## config.mk

```make
export PLATFORM = sky130hd
export DESIGN_NAME = sit_cross
export DESIGN_NICKNAME = d
export VERILOG_FILES = /design/src/assert_macros.svh /design/src/sit_pkg.sv /design/src/sit_cross.sv
export SDC_FILE = /design/constraint.sdc
export NUM_CORES = 2
export LEC_CHECK = 0
export BUFFER_PORTS_ARGS = -buffer_cell sky130_fd_sc_hd__buf_2
export CAP_MARGIN = 10
export CORE_UTILIZATION = 52
export DETAILED_ROUTE_END_ITERATION = 10
export PLACE_DENSITY_LB_ADDON = 0.12
export SLEW_MARGIN = 30
export SYNTH_ARGS = -nofsm -noshare
export SYNTH_HDL_FRONTEND = slang
export SYNTH_SLANG_ARGS = --single-unit
```

## constraint.sdc

```tcl
create_clock -name clk -period 7.6 [get_ports clk]
set_clock_uncertainty 0.15 [all_clocks]
set_input_delay 0.38 -clock clk [delete_from_list [all_inputs] [get_ports clk]]
set_output_delay 0.38 -clock clk [all_outputs]
set_load 0.01 [all_outputs]
```

## src/assert_macros.svh

```systemverilog
// ----------------------------------------------------------------------------
// assert_macros.svh
// shared assertion macros for the segment intersection test unit
// ----------------------------------------------------------------------------
`ifndef ASSERT_MACROS_SVH
`define ASSERT_MACROS_SVH

// condition now implies a condition in the same cycle
`define ASSERT_SAME(label, clk, rst_n, ante, cons) \
  label: assert property (@(posedge clk) disable iff (!rst_n) (ante) |-> (cons)) \
    else $error("assertion failed");

// condition now implies a condition in the next cycle
`define ASSERT_NEXT(label, clk, rst_n, ante, cons) \
  label: assert property (@(posedge clk) disable iff (!rst_n) (ante) |=> (cons)) \
    else $error("assertion failed");

`endif

```

## src/sit_pkg.sv

```systemverilog
// ----------------------------------------------------------------------------
// sit_pkg
// shared constants and types of the segment intersection test unit
// ----------------------------------------------------------------------------
package sit_pkg;

  // default coordinate width
  localparam int unsigned COORD_WIDTH_DEF = 16;

  // stage load enables handed to the cross-product lanes
  typedef struct packed {
    logic en2;  // product stage loads
    logic en3;  // compare stage loads
  } sit_ctl_t;

endpackage

```

## src/sit_cross.sv

```systemverilog
// ----------------------------------------------------------------------------
// sit_cross
// one cross-product sign lane: registered products, then registered compare
// ----------------------------------------------------------------------------
module sit_cross #(
  parameter int unsigned COORD_WIDTH = sit_pkg::COORD_WIDTH_DEF
) (
  input  logic                        clk,
  input  sit_pkg::sit_ctl_t           ctl,
  input  logic signed [COORD_WIDTH:0] l_a,
  input  logic signed [COORD_WIDTH:0] l_b,
  input  logic signed [COORD_WIDTH:0] r_a,
  input  logic signed [COORD_WIDTH:0] r_b,
  output logic                        pos,
  output logic                        neg
);
  import sit_pkg::*;

  localparam int unsigned PW = 2 * (COORD_WIDTH + 1);

  logic signed [PW-1:0] l_r, l_nxt;
  logic signed [PW-1:0] r_r, r_nxt;
  logic                 pos_r, pos_nxt;
  logic                 neg_r, neg_nxt;

  always_comb begin
    l_nxt   = PW'(l_a) * PW'(l_b);
    r_nxt   = PW'(r_a) * PW'(r_b);
    pos_nxt = (l_r > r_r);
    neg_nxt = (l_r < r_r);
  end

  // payload only, no reset
  always_ff @(posedge clk) begin
    if (ctl.en2) begin
      l_r <= l_nxt;
      r_r <= r_nxt;
    end
    if (ctl.en3) begin
      pos_r <= pos_nxt;
      neg_r <= neg_nxt;
    end
  end

  assign pos = pos_r;
  assign neg = neg_r;

endmodule

```

==> flow_metrics.tcl <==
set metrics [dict create \
    htree_num_levels 3 \
    clock_path_buffers 2 \
    synthTopCellsByArea "fa_1, ha_1, inv_1" \
    synth_ff_type "edfxtp_1" \
    yosys.area_share.simple 0.146 \
    post_cts.repair.setup_buffers 0 \
    cts-resized-gates 0 \
    synth_edf_count 70 \
    ys_seq_elements 70 \
    timing.fmax_mhz 156 \
    synth_compound_area_frac 0.0540 \
    ff2ff_path_depth 9 \
    cp_data_required_time_ns 7.52 \
    synth_cell_types 66 \
    grt_pass1_vias 18969 \
    die_y_um 220 \
    synthAdderAreaFrac 0.582 \
    crit_start "l_b[3]" \
    crit_arrival_ns 6.33 \
    finalHoldViolations 0 \
    fp-row-count 79 \
    antenna_found_initial 1 \
    path_class "in -> reg" \
    yosys.area_share.xor_xnor 0.0212 \
    clk_pin_slew_ns 0.05 \
    numCtsBuffers 9 \
    outcome "finished with violations" \
    ctsHoldBuffers 0 \
    synth-async-reset-ratio 0 \
    yosys_warnings 0 \
    ant_nets 0 \
    synth_mux_area_frac 0.000404 \
    die_area_sq_um 48500 \
    drv_slew 0 \
    syn_area_sq_um 24800 \
    failed_checks "design-rule violations" \
    clkLatencyLatePin_ns 0.33 \
    wire_per_inst_um 16.1 \
    areaGrowthSynthToFinish_pct 4.50 \
    grt_remaining_overflow 0 \
    numPortBuffers 72 \
    setup_viol 0 \
    clock-sinks 70 \
    grt_pass1_wl_um 89900 \
    max_slew_margin 0.415 \
    cts_tree "built" \
    grt_max_degree 69 \
    fin_crit_sh 0.843 \
    worstMarginPinSlew_ns 0.878 \
    reg2reg_from "l_r[23]" \
    yosysTopAreaCell "fa_1" \
    synth_top_family_by_area "adder cells" \
    yosysSeqAreaShare 0.0849 \
    vias 17010 \
    final_common_cell "inv_1" \
    final_nets 3448 \
    drive_above_1_share 0.0414 \
    synth_top_area_share 0.479 \
    drv_cap 0 \
    final_cell_mix "inv_1, fa_1, and2_1, nand2_1, ha_1" \
    vias_per_cell 5.33 \
    cts_root_buf "clkbuf_16" \
    start_util 0.529 \
    worstHoldStart "ctl[0]" \
    gp_congestion 0.850 \
    drc 4 \
    finalWirelength_um 51300 \
    rsz0062_at_grt "no" \
    min_delay_path_depth 1 \
    min_path_type "in -> reg" \
    period_minus_slack_ns 6.41 \
    critPathLaunchType "input pin" \
    grtUsageTotal 0.233 \
    synthCells 2575 \
    die_x_um 220 \
    dp_hpwl_um 43500 \
    drtIter0Drc 962 \
    tns_ns 0 \
    cp-end-kind "register" \
    syn-num-nets 3442 \
    worstPathMaxFanout 17 \
    syn_area_per_cell_sq_um 9.61 \
    n_antenna_cell 0 \
    io_pins 73 \
    core-area_sq_um 46800 \
    dr.pass1.iters 8 \
]
[flip-flops by register name, summed over array words and instances, names as in the netlist]
register,count
neg,1
r_r,34
pos,1
l_r,34
[per-stage QoR]
stage                     utilization  worst slack [ns]  area (sq um)  hold WS, ns  instances
after global placement          0.547             0.981         25600        0.528       3177
after floorplan                     -              1.40         24800        0.342       2575
after CTS                       0.553              1.23         25900        0.182       3193
final                           0.553              1.19         25900        0.200       3193
after global routing            0.553             0.793         25900        0.187       3193
after detailed placement        0.547             0.895         25600        0.533       3177
[synthesized netlist by cell type, types with 2 or more instances]
master and instances:
a211o_1 3, a211oi_1 7, a21boi_0 3, a21o_1 28, a21oi_1 47, a21oi_2 3, a221oi_1 3, a31oi_1 10
a41oi_1 2, and2_1 286, and3_1 4, buf_2 2, clkbuf_1 75, clkbuf_2 2, edfxtp_1 70, fa_1 592
ha_1 204, inv_1 659, nand2_1 283, nand2b_1 16, nand3_1 7, nand3b_1 2, nand4_1 13, nor2_1 64
nor2b_1 8, nor3_1 21, nor3b_1 2, nor4_1 2, o2111ai_1 2, o211a_1 2, o211ai_1 4, o21a_1 12
o21ai_0 33, o21ai_1 2, o21bai_1 6, o311ai_0 3, o31a_1 2, o31ai_1 2, o31ai_2 2, or3_1 2
or4_1 2, xnor2_1 50, xor2_1 10
[worst paths after layout]
kind	endpoint	slack, ns
setup / recovery	l_r[33]	1.19
hold / removal	pos	0.20
setup reg to reg	pos	4.83
hold reg to reg	neg	0.71
[cell type report]
cell class              instances  area (sq um)
multi-input cells            1767         19900
clock inverters                 6          52.6
repair buffers                 74           375
fillers                      4240         20900
inverters                     659          2470
flip-flops and latches         70          2100
clock buffers                  10           229
well taps                     607           759
[routing by layer]
metal / share of wire / wire length [um] / global-route usage / up-vias
li1: - / - / - / 7655
met1: 0.41 / 21000 / 0.304 / 8951
met2: 0.53 / 27200 / 0.414 / 333
met3: 0.040 / 2060 / 0.0252 / 71
met4: 0.020 / 1010 / 0.0563 / 0
met5: 0 / 0 / 0 / -
[worst max-delay path, cell delays in order]
cell and delay (ns):
buf_2 0.33, nand2_1 0.16, inv_1 0.10, fa_1 0.56
fa_1 0.90, fa_1 0.53, fa_1 0.51, fa_1 0.49
inv_1 0.05, fa_1 0.47, inv_1 0.04, ha_1 0.37
nand2_1 0.10, nor3_1 0.16, o21ai_0 0.14, a311o_1 0.36
a31oi_1 0.27, nor3_1 0.12, nor3_1 0.20, nor3_1 0.07
[cells by family after synthesis]
logic type,after synthesis
xor+xnor,60
fa+ha+maj,796
compound gates,193
mux,1
flops,70
simple gates,717
buf+inv,738
Power is left out: the tool's default activity adds up to more than one toggle a clock period on the data nets, which glitch-free logic cannot reach.
